[config.mk]
export PLATFORM = sky130hd
export DESIGN_NAME = vtx_control_frame_deframer_core
export DESIGN_NICKNAME = d
export VERILOG_FILES = /design/src/rtl/core/vcfd_pkg.sv /design/src/rtl/core/vcfd_ram.sv /design/src/rtl/core/vcfd_ctrl.sv /design/src/rtl/core/vcfd_dp.sv /design/src/rtl/core/vtx_control_frame_deframer_core.sv
export SDC_FILE = /design/constraint.sdc
export NUM_CORES = 1
export LEC_CHECK = 0
export BUFFER_PORTS_ARGS = -buffer_cell sky130_fd_sc_hd__buf_2
export CAP_MARGIN = 25
export CORE_ASPECT_RATIO = 0.8
export CORE_MARGIN = 2
export CORE_UTILIZATION = 30
export CTS_CLUSTER_SIZE = 20
export DETAILED_ROUTE_END_ITERATION = 10
export PLACE_DENSITY_LB_ADDON = 0.12
export SKIP_CTS_REPAIR_TIMING = 1
export SYNTH_ARGS = -nofsm -noshare
export SYNTH_HDL_FRONTEND = slang
export SYNTH_SLANG_ARGS = --single-unit
[constraint.sdc]
create_clock -name clk_i -period 6.57 [get_ports clk_i]
set_clock_uncertainty 0.15 [all_clocks]
set_input_delay 1.314 -clock clk_i [delete_from_list [all_inputs] [get_ports clk_i]]
set_output_delay 1.314 -clock clk_i [all_outputs]
set_load 0.02 [all_outputs]
[src/rtl/core/vcfd_pkg.sv]
// vcfd_pkg: shared types, codes and the crc-8 (poly 0xd5) helper for the
// control frame deframer; used by the controller, datapath and top level
package vcfd_pkg;

  localparam logic [7:0] SYNC_BYTE   = 8'hAA;
  localparam logic [7:0] HEADER_BYTE = 8'h55;
  localparam logic [7:0] CRC_POLY    = 8'hD5;
  localparam logic [7:0] CRC_MSB     = 8'h80;

  localparam logic [2:0] PH_SYNC    = 3'd0;
  localparam logic [2:0] PH_HEADER  = 3'd1;
  localparam logic [2:0] PH_COMMAND = 3'd2;
  localparam logic [2:0] PH_LENGTH  = 3'd3;
  localparam logic [2:0] PH_DATA    = 3'd4;
  localparam logic [2:0] PH_CRC     = 3'd5;

  localparam logic [1:0] STAT_LISTEN  = 2'd0;
  localparam logic [1:0] STAT_ERROR   = 2'd1;
  localparam logic [1:0] STAT_FRAME   = 2'd2;
  localparam logic [1:0] STAT_PAYLOAD = 2'd3;

  typedef struct packed {
    logic take_byte;
    logic parse;
    logic emit_data;
    logic clr_idx;
    logic inc_idx;
  } vcfd_cmd_t;

  typedef struct packed {
    logic good_frame;
    logic empty_payload;
    logic last_data;
    logic out_free;
  } vcfd_stat_t;

  function automatic logic [7:0] crc8_d5(input logic [7:0] crc, input logic [7:0] b);
    logic [7:0] v;
    v = crc ^ b;
    for (int i = 0; i < 8; i++) begin
      if ((v & CRC_MSB) != 8'd0) begin
        v = {v[6:0], 1'b0} ^ CRC_POLY;
      end else begin
        v = {v[6:0], 1'b0};
      end
    end
    return v;
  endfunction

endpackage

[src/rtl/core/vcfd_ram.sv]
// vcfd_ram: generic single write port, single read port ram with
// registered read data; no dependencies
module vcfd_ram #(
  parameter int WIDTH = 8,
  parameter int DEPTH = 64
) (
  input  logic                     clk_i,
  input  logic                     we_i,
  input  logic [$clog2(DEPTH)-1:0] waddr_i,
  input  logic [WIDTH-1:0]         wdata_i,
  input  logic [$clog2(DEPTH)-1:0] raddr_i,
  output logic [WIDTH-1:0]         rdata_o
);

  logic [WIDTH-1:0] mem_q [DEPTH];
  logic [WIDTH-1:0] rdata_q;

  always_ff @(posedge clk_i) begin
    if (we_i) begin
      mem_q[waddr_i] <= wdata_i;
    end
    rdata_q <= mem_q[raddr_i];
  end

  assign rdata_o = rdata_q;

endmodule

[src/rtl/core/vcfd_ctrl.sv]
// vcfd_ctrl: sequencing state machine of the deframer; issues commands to
// the datapath from its status; depends on vcfd_pkg
module vcfd_ctrl (
  input  logic                clk_i,
  input  logic                rst_ni,
  input  logic                rx_valid_i,
  output logic                rx_stall_o,
  input  vcfd_pkg::vcfd_stat_t stat_i,
  output vcfd_pkg::vcfd_cmd_t  cmd_o
);
  import vcfd_pkg::*;

  localparam logic [1:0] ST_IDLE = 2'd0;
  localparam logic [1:0] ST_PROC = 2'd1;
  localparam logic [1:0] ST_ADDR = 2'd2;
  localparam logic [1:0] ST_DATA = 2'd3;

  logic [1:0] state_q, state_d;

  always_comb begin
    state_d = state_q;
    cmd_o   = '0;
    unique case (state_q)
      ST_IDLE: begin
        if (rx_valid_i) begin
          cmd_o.take_byte = 1'b1;
          state_d = ST_PROC;
        end
      end
      ST_PROC: begin
        if (stat_i.out_free) begin
          cmd_o.parse = 1'b1;
          if (stat_i.good_frame && !stat_i.empty_payload) begin
            cmd_o.clr_idx = 1'b1;
            state_d = ST_ADDR;
          end else begin
            state_d = ST_IDLE;
          end
        end
      end
      ST_ADDR: begin
        state_d = ST_DATA;
      end
      ST_DATA: begin
        if (stat_i.out_free) begin
          cmd_o.emit_data = 1'b1;
          if (stat_i.last_data) begin
            state_d = ST_IDLE;
          end else begin
            cmd_o.inc_idx = 1'b1;
            state_d = ST_ADDR;
          end
        end
      end
      default: begin
        state_d = ST_IDLE;
      end
    endcase
  end

  assign rx_stall_o = (state_q != ST_IDLE);

  always_ff @(posedge clk_i or negedge rst_ni) begin
    if (!rst_ni) begin
      state_q <= ST_IDLE;
    end else begin
      state_q <= state_d;
    end
  end

endmodule

[src/rtl/core/vcfd_dp.sv]
// vcfd_dp: parse registers, crc, payload store and result register of the
// deframer; depends on vcfd_pkg and vcfd_ram
module vcfd_dp #(
  parameter int MAX_FRAME = 64
) (
  input  logic                 clk_i,
  input  logic                 rst_ni,
  input  logic [7:0]           rx_byte_i,
  input  logic                 res_stall_i,
  output logic                 res_valid_o,
  output logic [1:0]           status_o,
  output logic [6:0]           command_o,
  output logic [5:0]           payload_len_o,
  output logic [7:0]           data_byte_o,
  output logic [5:0]           byte_index_o,
  output logic                 last_o,
  input  vcfd_pkg::vcfd_cmd_t  cmd_i,
  output vcfd_pkg::vcfd_stat_t stat_o
);
  import vcfd_pkg::*;

  localparam int AW = $clog2(MAX_FRAME);
  localparam logic [8:0] MaxLen = 9'(MAX_FRAME - 5);
  localparam logic [AW-1:0] DataBase = AW'(4);

  logic [7:0]    byte_q;
  logic [2:0]    phase_q, phase_d;
  logic [AW-1:0] pos_q, pos_d;
  logic [AW-1:0] fend_q, fend_d;
  logic [7:0]    crc_q, crc_d;
  logic [7:0]    cmdb_q, cmdb_d;
  logic [AW-1:0] idx_q;

  logic          out_valid_q;
  logic [1:0]    out_status_q;
  logic [6:0]    out_cmd_q;
  logic [5:0]    out_len_q;
  logic [7:0]    out_data_q;
  logic [5:0]    out_idx_q;
  logic          out_last_q;

  logic [AW-1:0] len_w;
  logic [31:0]   len_ext;
  logic [31:0]   idx_ext;
  logic [7:0]    crc_step;
  logic          err;
  logic          good;
  logic [7:0]    rdata;
  logic          ram_we;
  logic [AW:0]   pos_inc;

  assign len_w   = (fend_q >= DataBase) ? (fend_q - DataBase) : '0;
  assign len_ext = 32'(len_w);
  assign idx_ext = 32'(idx_q);
  assign crc_step = crc8_d5(crc_q, byte_q);
  assign good    = (phase_q == PH_CRC) && (crc_q == byte_q);
  assign pos_inc = {1'b0, pos_q} + {{AW{1'b0}}, 1'b1};

  assign stat_o.good_frame    = good;
  assign stat_o.empty_payload = (len_w == '0);
  assign stat_o.last_data     = ((idx_q + AW'(1)) == len_w);
  assign stat_o.out_free      = !out_valid_q || !res_stall_i;

  always_comb begin
    phase_d = phase_q;
    pos_d   = pos_q;
    fend_d  = fend_q;
    crc_d   = crc_q;
    cmdb_d  = cmdb_q;
    err     = 1'b0;
    unique case (phase_q)
      PH_SYNC: begin
        if (byte_q == SYNC_BYTE) begin
          crc_d   = crc8_d5(8'd0, byte_q);
          pos_d   = AW'(1);
          phase_d = PH_HEADER;
        end else begin
          err = 1'b1;
        end
      end
      PH_HEADER: begin
        if (byte_q == HEADER_BYTE) begin
          crc_d   = crc_step;
          pos_d   = AW'(2);
          phase_d = PH_COMMAND;
        end else begin
          err = 1'b1;
        end
      end
      PH_COMMAND: begin
        cmdb_d  = byte_q;
        crc_d   = crc_step;
        pos_d   = AW'(3);
        phase_d = PH_LENGTH;
      end
      PH_LENGTH: begin
        if ({1'b0, byte_q} > MaxLen) begin
          err = 1'b1;
        end else begin
          fend_d  = AW'({1'b0, byte_q} + 9'd4);
          crc_d   = crc_step;
          pos_d   = DataBase;
          phase_d = (byte_q != 8'd0) ? PH_DATA : PH_CRC;
        end
      end
      PH_DATA: begin
        crc_d   = crc_step;
        phase_d = (pos_inc < {1'b0, fend_q}) ? PH_DATA : PH_CRC;
        pos_d   = pos_inc[AW-1:0];
      end
      PH_CRC: begin
        err = !good;
      end
      default: begin
        err = 1'b1;
      end
    endcase
    // resync after an error or a completed frame
    if (err || good) begin
      phase_d = PH_SYNC;
      pos_d   = '0;
      crc_d   = 8'd0;
    end
  end

  assign ram_we = cmd_i.parse && (phase_q == PH_DATA);

  vcfd_ram #(
    .WIDTH (8),
    .DEPTH (MAX_FRAME)
  ) u_store (
    .clk_i   (clk_i),
    .we_i    (ram_we),
    .waddr_i (pos_q),
    .wdata_i (byte_q),
    .raddr_i (idx_q + DataBase),
    .rdata_o (rdata)
  );

  always_ff @(posedge clk_i) begin
    if (cmd_i.take_byte) begin
      byte_q <= rx_byte_i;
    end
    if (cmd_i.parse) begin
      if (good) begin
        out_status_q <= STAT_FRAME;
        out_cmd_q    <= cmdb_q[7:1];
        out_len_q    <= len_ext[5:0];
        out_data_q   <= 8'd0;
        out_idx_q    <= 6'd0;
        out_last_q   <= (len_w == '0);
      end else begin
        out_status_q <= err ? STAT_ERROR : STAT_LISTEN;
        out_cmd_q    <= 7'd0;
        out_len_q    <= 6'd0;
        out_data_q   <= 8'd0;
        out_idx_q    <= 6'd0;
        out_last_q   <= 1'b1;
      end
    end else if (cmd_i.emit_data) begin
      out_status_q <= STAT_PAYLOAD;
      out_cmd_q    <= cmdb_q[7:1];
      out_len_q    <= len_ext[5:0];
      out_data_q   <= rdata;
      out_idx_q    <= idx_ext[5:0];
      out_last_q   <= stat_o.last_data;
    end
  end

  always_ff @(posedge clk_i or negedge rst_ni) begin
    if (!rst_ni) begin
      phase_q     <= PH_SYNC;
      pos_q       <= '0;
      fend_q      <= '0;
      crc_q       <= 8'd0;
      cmdb_q      <= 8'd0;
      idx_q       <= '0;
      out_valid_q <= 1'b0;
    end else begin
      if (cmd_i.parse) begin
        phase_q <= phase_d;
        pos_q   <= pos_d;
        fend_q  <= fend_d;
        crc_q   <= crc_d;
        cmdb_q  <= cmdb_d;
      end
      if (cmd_i.clr_idx) begin
        idx_q <= '0;
      end else if (cmd_i.inc_idx) begin
        idx_q <= idx_q + AW'(1);
      end
      if (cmd_i.parse || cmd_i.emit_data) begin
        out_valid_q <= 1'b1;
      end else if (!res_stall_i) begin
        out_valid_q <= 1'b0;
      end
    end
  end

  assign res_valid_o   = out_valid_q;
  assign status_o      = out_status_q;
  assign command_o     = out_cmd_q;
  assign payload_len_o = out_len_q;
  assign data_byte_o   = out_data_q;
  assign byte_index_o  = out_idx_q;
  assign last_o        = out_last_q;

endmodule

[src/rtl/core/vtx_control_frame_deframer_core.sv]
// vtx_control_frame_deframer_core: top level of the control frame deframer
// joins vcfd_ctrl and vcfd_dp; depends on vcfd_pkg
//
// usage: received serial bytes come in on the rx channel (rx_valid_i,
// rx_stall_o, rx_byte_i), one word per byte. results leave on the res
// channel (res_valid_o, res_stall_i and the field ports), one word each.
// every byte gives one result (listening or error); a byte that closes a
// frame with a good crc-8 gives a frame-accepted word followed by one word
// per payload byte, last_o marking the final word caused by that byte.
// a byte is taken into a holding register and parsed once the result
// register is free; no further byte is taken until all results of that
// byte are issued. payload readout passes through an address state and a
// data state per byte, because the payload store has a registered read,
// so a frame with payload holds off the next byte until readout ends.
// reset clears the parser to wait for sync and empties the result register;
// the payload store is not cleared. while the receiver stalls, the pending
// result holds and at most one further byte is taken and waits.
module vtx_control_frame_deframer_core #(
  parameter int MAX_FRAME = 64
) (
  input  logic       clk_i,
  input  logic       rst_ni,
  input  logic       rx_valid_i,
  output logic       rx_stall_o,
  input  logic [7:0] rx_byte_i,
  output logic       res_valid_o,
  input  logic       res_stall_i,
  output logic [1:0] status_o,
  output logic [6:0] command_o,
  output logic [5:0] payload_len_o,
  output logic [7:0] data_byte_o,
  output logic [5:0] byte_index_o,
  output logic       last_o
);
  import vcfd_pkg::*;

  vcfd_cmd_t  cmd;
  vcfd_stat_t stat;

  vcfd_ctrl u_ctrl (
    .clk_i      (clk_i),
    .rst_ni     (rst_ni),
    .rx_valid_i (rx_valid_i),
    .rx_stall_o (rx_stall_o),
    .stat_i     (stat),
    .cmd_o      (cmd)
  );

  vcfd_dp #(
    .MAX_FRAME (MAX_FRAME)
  ) u_dp (
    .clk_i         (clk_i),
    .rst_ni        (rst_ni),
    .rx_byte_i     (rx_byte_i),
    .res_stall_i   (res_stall_i),
    .res_valid_o   (res_valid_o),
    .status_o      (status_o),
    .command_o     (command_o),
    .payload_len_o (payload_len_o),
    .data_byte_o   (data_byte_o),
    .byte_index_o  (byte_index_o),
    .last_o        (last_o),
    .cmd_i         (cmd),
    .stat_o        (stat)
  );

endmodule
Word level (Yosys, flattened, before mapping)

Memory sizes are Yosys's and may differ from the RTL's. A register that Yosys moved wholly into a read port is not among the register bits.
Index checks and enable logic that the tools add are counted.

Register bits: 78
Bits in latches: 0
Bits in writable memories: 512
Bits in read-only memories: 0
Output and inout port bits: 32
Word-level logic and storage cells: 174
Memories kept: 1

$add $sub $neg: 5
Multiply operators: 0
Div/mod/pow operators: 0
Order comparisons: 3
Equal/unequal tests: 19
Shift-type cells: 0
Mux-type cells: 88
Bitwise operators: 18
Reduce and logical (&&, ||, !) cells: 25

Memory list:

| name               | depth | width | rd ports | clocked after Yosys merged registers in | wr ports | RTL line       | source |
|---|---|---|---|---|---|---|---|
| u_dp.u_store.mem_q | 64    | 8     | 1        | 1                                       | 1        | vcfd_ram.sv:15 | `logic [WIDTH-1:0] mem_q [DEPTH];` |

Operator list:

| cell                                                                   | count |
|---|---|
| 8-bit 2-to-1 mux                                                       | 34 |
| 5-bit inverter                                                         | 16 |
| 6-bit 2-to-1 mux                                                       | 10 |
| 8-bit case mux with 4 select lines                                     | 1 |
| 6-bit case mux with 5 select lines                                     | 1 |
| 1-bit 2-to-1 mux                                                       | 24 |
| 7-bit 2-to-1 mux                                                       | 3 |
| 2-bit 2-to-1 mux                                                       | 8 |
| 3-bit case mux with 5 select lines                                     | 1 |
| 6-bit by 3-bit adder with 6-bit output (second input constant)         | 2 |
| 3-bit 2-to-1 mux                                                       | 4 |
| 5-bit AND reduction                                                    | 2 |
| 8-bit by 7-bit equality test with 1-bit output (second input constant) | 1 |
| 8-bit equality test                                                    | 1 |
| 8-bit equality test (second input constant)                            | 1 |
| 8-bit by 6-bit > comparator with 1-bit output (second input constant)  | 1 |
| 2-bit case mux with 4 select lines                                     | 1 |
| 8-bit nonzero test                                                     | 1 |
| 8-bit XOR                                                              | 1 |
| 6-bit by 1-bit adder with 7-bit output (second input constant)         | 1 |
| 7-bit by 6-bit < comparator with 1-bit output                          | 1 |
| 6-bit by 1-bit adder with 6-bit output (second input constant)         | 1 |
| 3-bit by 2-bit equality test with 1-bit output (second input constant) | 2 |
| 3-bit equality test (second input constant)                            | 2 |
| 24 further kinds                                                       | 38 |

Depth between registers and ports, before layout

Depth after elaboration: 33
Depth in mapped cells: 11
Depth with buffers taken out: 9

Cells and area by module

From an unflattened synthesis, not the netlist that was laid out.

Cell total of the unflattened synthesis: 1,351
Area, all modules: 24,563.6 um^2

Modules (own cells, without submodules):

| module    | times used | cells an instance | area an instance (um^2) | seq. area each (um^2) |
|---|---|---|---|---|
| vcfd_ram  | 1          | 940               | 20,166.8                | 15,534.9 |
| vcfd_dp   | 1          | 397               | 4,271.6                 | 1,926.8 |
| vcfd_ctrl | 1          | 14                | 125.1                   | 50.0 |

Least setup slack after synthesis

Ideal clock, no wire load.

Kind: input port to flip-flop
Start: input port res_stall_i
End: memory u_dp.u_store.mem_q[63][0], enable pin
Arrival: 2,915 ps
Required time: 6,049 ps
Setup slack: 3,134 ps
Cell stages on the path: 8
Cell sequence: nand2_1 > nand2_1 > inv_2 > nand2b_1 > clkbuf_1 > nor2_1 > nand4_1 > nor2_1

Longest elaborated chain between the ends: 7

RTL lines:

| what                                   | RTL line                              | source |
|---|---|---|
| from (decl)                            | vtx_control_frame_deframer_core.sv:27 | `input logic res_stall_i,` |
| 1-bit logical NOT                      | vcfd_dp.sv:62                         | `assign stat_o.out_free = !out_valid_q \|\| !res_stall_i;` |
| 1-bit logical OR                       | vcfd_dp.sv:62                         |  |
| 1-bit 2-to-1 mux                       | vcfd_ctrl.sv:31                       | `if (stat_i.out_free) begin` |
| 1-bit 2-to-1 mux                       | vcfd_ctrl.sv:23                       | `unique case (state_q)` |
| 1-bit logical AND                      | vcfd_dp.sv:126                        | `assign ram_we = cmd_i.parse && (phase_q == PH_DATA);` |
| 1-bit 2-to-1 mux                       | vcfd_ram.sv:19                        | `if (we_i) begin` |
| 1-bit 2-to-1 mux (implied by the code) | vcfd_ram.sv:20                        | `mem_q[waddr_i] <= wdata_i;` |
| to (decl)                              | vcfd_ram.sv:15                        |  |

Every way passes these cells.

Worst setup path in the final report

Start: register u_dp.idx_q[2]
End: register u_dp.idx_q[2]

Longest elaborated chain between the ends: 6

RTL lines:

| what                                     | RTL line                      | source |
|---|---|---|
| from (decl)                              | vcfd_dp.sv:32                 | `logic [AW-1:0] idx_q;` |
| from (signal assigned)                   | vcfd_dp.sv:190                | `idx_q <= idx_q + AW'(1);` |
| 6-bit by 1-bit adder with 6-bit output * | vcfd_dp.sv:61, vcfd_dp.sv:190 |  |
| 6-bit equality test                      | vcfd_dp.sv:61                 | `assign stat_o.last_data = ((idx_q + AW'(1)) == len_w);` |
| 1-bit 2-to-1 mux                         | vcfd_ctrl.sv:47               | `if (stat_i.last_data) begin` |
| 1-bit 2-to-1 mux                         | vcfd_ctrl.sv:45               | `if (stat_i.out_free) begin` |
| 1-bit 2-to-1 mux                         | vcfd_ctrl.sv:23               |  |
| 2-bit nonzero test (no line)             | n/a                           |  |

Every way passes the cells marked *; elsewhere a longest branch is shown, timed or not. The select of a mux whose other input is x is not followed.
A chain may end at the register's enable or synchronous reset.

==> results.py <==
metrics = {
    "sta": {
        "tightest_slew_ps": 1020,
        "fmax_mhz": 224,
        "finalSetupViolations": 0,
        "rsz0062_at_grt": "no",
        "tns_ps": 0,
        "relSlewSlack_pct": 31.7,
        "slew_violations": 0,
        "fin_crit_ps": 4460,
        "hold_viol_final": 0,
        "period_share_pct": 67.9,
        "holdWs_ps": 281,
    },
    "floorplan": {
        "dieArea_mm2": 0.0826,
        "io_pins": 44,
        "design.core.area_mm2": 0.0792,
        "die_w_um": 321,
        "die_h_um": 258,
        "start_util_pct": 30.4,
        "rows": 92,
    },
    "yosys": {
        "synth_top_flop_cell": "edfxtp_1",
        "ys_types": 58,
        "synth_edf_count": 536,
        "yosys_register_bits": 597,
        "syn_nets": 1271,
        "ys_warn_count": 0,
        "syn_avg_cell_area_um2": 19.4,
        "synth.cell_area_mm2": 0.0241,
        "synth.yosys.seq_area_share_pct": 72.7,
        "ys_async_sr_fraction_pct": 6.53,
        "synthCells": 1240,
    },
    "layout": {
        "final_layout_size_suffix_gt1_share_pct": 25.1,
        "layout_common_cells": "536 x edfxtp_1, 168 x mux4_2, 86 x nor2_1",
        "syn2layout_area_growth_pct": 14.1,
        "fin_nets": 1332,
        "layout_commonest_cell": "edfxtp_1",
        "fillers": 7412,
    },
    "worst_setup_path": {
        "cp-end-kind": "flip-flop",
        "critPathArrivalTime_ps": 4830,
        "ff2ff_setup_slack_ps": 2110,
        "startpoint_type": "flip-flop",
        "crit_type": "flip-flop to flip-flop",
        "crit_fanout": 71,
        "worstPathRequired_ps": 6940,
    },
    "job": {
        "maxCapViolCount": 0,
    },
    "detailed_routing": {
        "drt_iter0_drc": 1214,
        "dr_total_vias": 12095,
        "drtAntennaViolNets": 0,
        "wl_per_cell_um": 27.7,
        "wl_um": 66100,
        "viasPerCell": 5.06,
        "drc": 0,
        "first_pass_iters": 7,
    },
    "power_and_ir_drop": {
        "max-vdd-ir-drop_mv": 0.186,
        "leakage_nw": 8.67,
        "power_density_mw_per_mm2": 309,
        "switching_power_mw": 2.04,
        "power_frac_clock_pct": 40.8,
        "combPwrFrac_pct": 8.1,
        "p_sw_share_pct": 24.1,
        "pwr-share-seq_pct": 51.1,
        "internal_power_mw": 6.44,
    },
    "place": {
        "io_buffers": 43,
        "place_congestion": 0.778,
        "dp_hpwl_um": 41400,
    },
    "grt": {
        "track_usage_pct": 16.1,
        "grt_overflow": 0,
        "grt_pass1_vias": 12311,
        "grt_max_degree": 72,
        "grt_pass1_wl_um": 95300,
        "antenna_found_initial": 1,
    },
    "status": {
        "run_status": "finished clean",
    },
    "clock_network": {
        "cts_tree": "built",
        "clock_sink_count": 597,
        "clk_pin_slew_ps": 60,
        "htreeDepth": 2,
        "clkLatencyLatePin_ps": 630,
        "clockRootBuffer": "clkbuf_16",
        "numCtsBuffers": 60,
        "clock_path_buffers": 3,
    },
    "worst_hold_path": {
        "hp-class": "flip-flop to flip-flop",
    },
}
==> metrics by stage <==
stage	setup slack, ps	area, µm²	util (%)	cells	total power, mW
2_1_floorplan	3130	24100	-	1240	4.81
3_3_place_gp	1600	25500	32.2	2272	5.13
3_5_place_dp	1710	25500	32.2	2273	5.12
4_1_cts	2070	27500	34.7	2387	8.59
5_1_grt	1780	27500	34.7	2387	8.80
6_report	2110	27500	34.7	2388	8.49
==> worst max-delay path: stages, from the launching register on <==
cell and delay (ps):
dfrtp_4 1050, buf_4 900, and3_1 330, xnor3_1 230
o32ai_1 270, a32oi_1 120, o211ai_1 810, nor3b_1 120
a211o_1 300
==> flip-flops by register name, summed over array words and instances, names as in the netlist, 7 cells and up <==
| signal | count |
|---|---|
| u_dp.byte_q | 8 |
| u_dp.cmdb_q | 7 |
| u_dp.command_o | 7 |
| u_dp.crc_q | 8 |
| u_dp.data_byte_o | 8 |
| u_dp.u_store.mem_q | 512 |
| u_dp.u_store.rdata_o | 8 |
==> power groups by stage <==
stage / sequential [mW] / clock (mW) / combinational [mW]
global placement: 4.42 / 0 / 0.717
CTS: 4.33 / 3.55 / 0.709
finish: 4.33 / 3.46 / 0.686
floorplan: 4.53 / 0 / 0.276
detailed placement: 4.42 / 0 / 0.708
global route: 4.34 / 3.71 / 0.752
==> cell usage after synthesis, drive strengths merged, types with 20 or more instances <==
cell type	n	area (µm²)
dfxtp	22	440
edfxtp	536	16100
dfrtp	39	976
xnor2	38	333
nand3	32	160
o21ai	23	115
mux4	168	3780
nand2	61	229
buf	29	173
nor2	86	323
clkbuf	40	150
xor2	20	175
==> final cells by class <==
type	instances	area, µm²	area share (%)
sequential	597	17500	63.7
antenna	1	2.50	0.00910
clock inverter	35	322	1.17
tap	1034	1290	4.70
inverter	14	52.6	0.191
clock buffer	79	1660	6.02
multi-input combinational	560	6230	22.7
timing repair buffer	68	423	1.54
==> kinds of logic (layout without fill, tap and decap cells) <==
logic type | count (synthesis) | after routing | share of synthesized area (%)
XOR/XNOR | 60 | 60 | 2.29
other | 0 | 1 | 0
AND/OR/NAND/NOR | 238 | 238 | 4.57
flip-flops | 597 | 597 | 72.7
adder cells (fa/ha/maj) | 19 | 19 | 0.986
buffers and inverters | 83 | 196 | 1.56
multiplexers | 174 | 174 | 16.0
AO/OA/AOI/OAI | 69 | 69 | 1.97
==> layer usage <==
metal  track usage (%)  vias to the layer above  share of wire [%]
li1                  -                     5098                  -
met1              24.6                     6528                 48
met2              23.2                      380                 43
met3              3.62                       87                6.6
met4              3.88                        2                1.9
met5                 0                        -              0.020
==> final timing paths <==
path | start | to | cells after the start
max | u_dp.idx_q[2]$_DFFE_PN0P_ | u_dp.idx_q[2]$_DFFE_PN0P_ | 8
min | u_dp.data_byte_o[7]$_SDFFE_PP0P_ | u_dp.data_byte_o[7]$_SDFFE_PP0P_ | 2
max reg2reg | u_dp.idx_q[2]$_DFFE_PN0P_ | u_dp.idx_q[2]$_DFFE_PN0P_ | 8
min reg2reg | u_dp.data_byte_o[7]$_SDFFE_PP0P_ | u_dp.data_byte_o[7]$_SDFFE_PP0P_ | 2
max in group asynchronous | rst_ni | u_dp.idx_q[2]$_DFFE_PN0P_ | 2
min in group asynchronous | rst_ni | u_dp.crc_q[2]$_DFFE_PN0P_ | 2
Note: power is estimated with default switching activity, not from simulation.
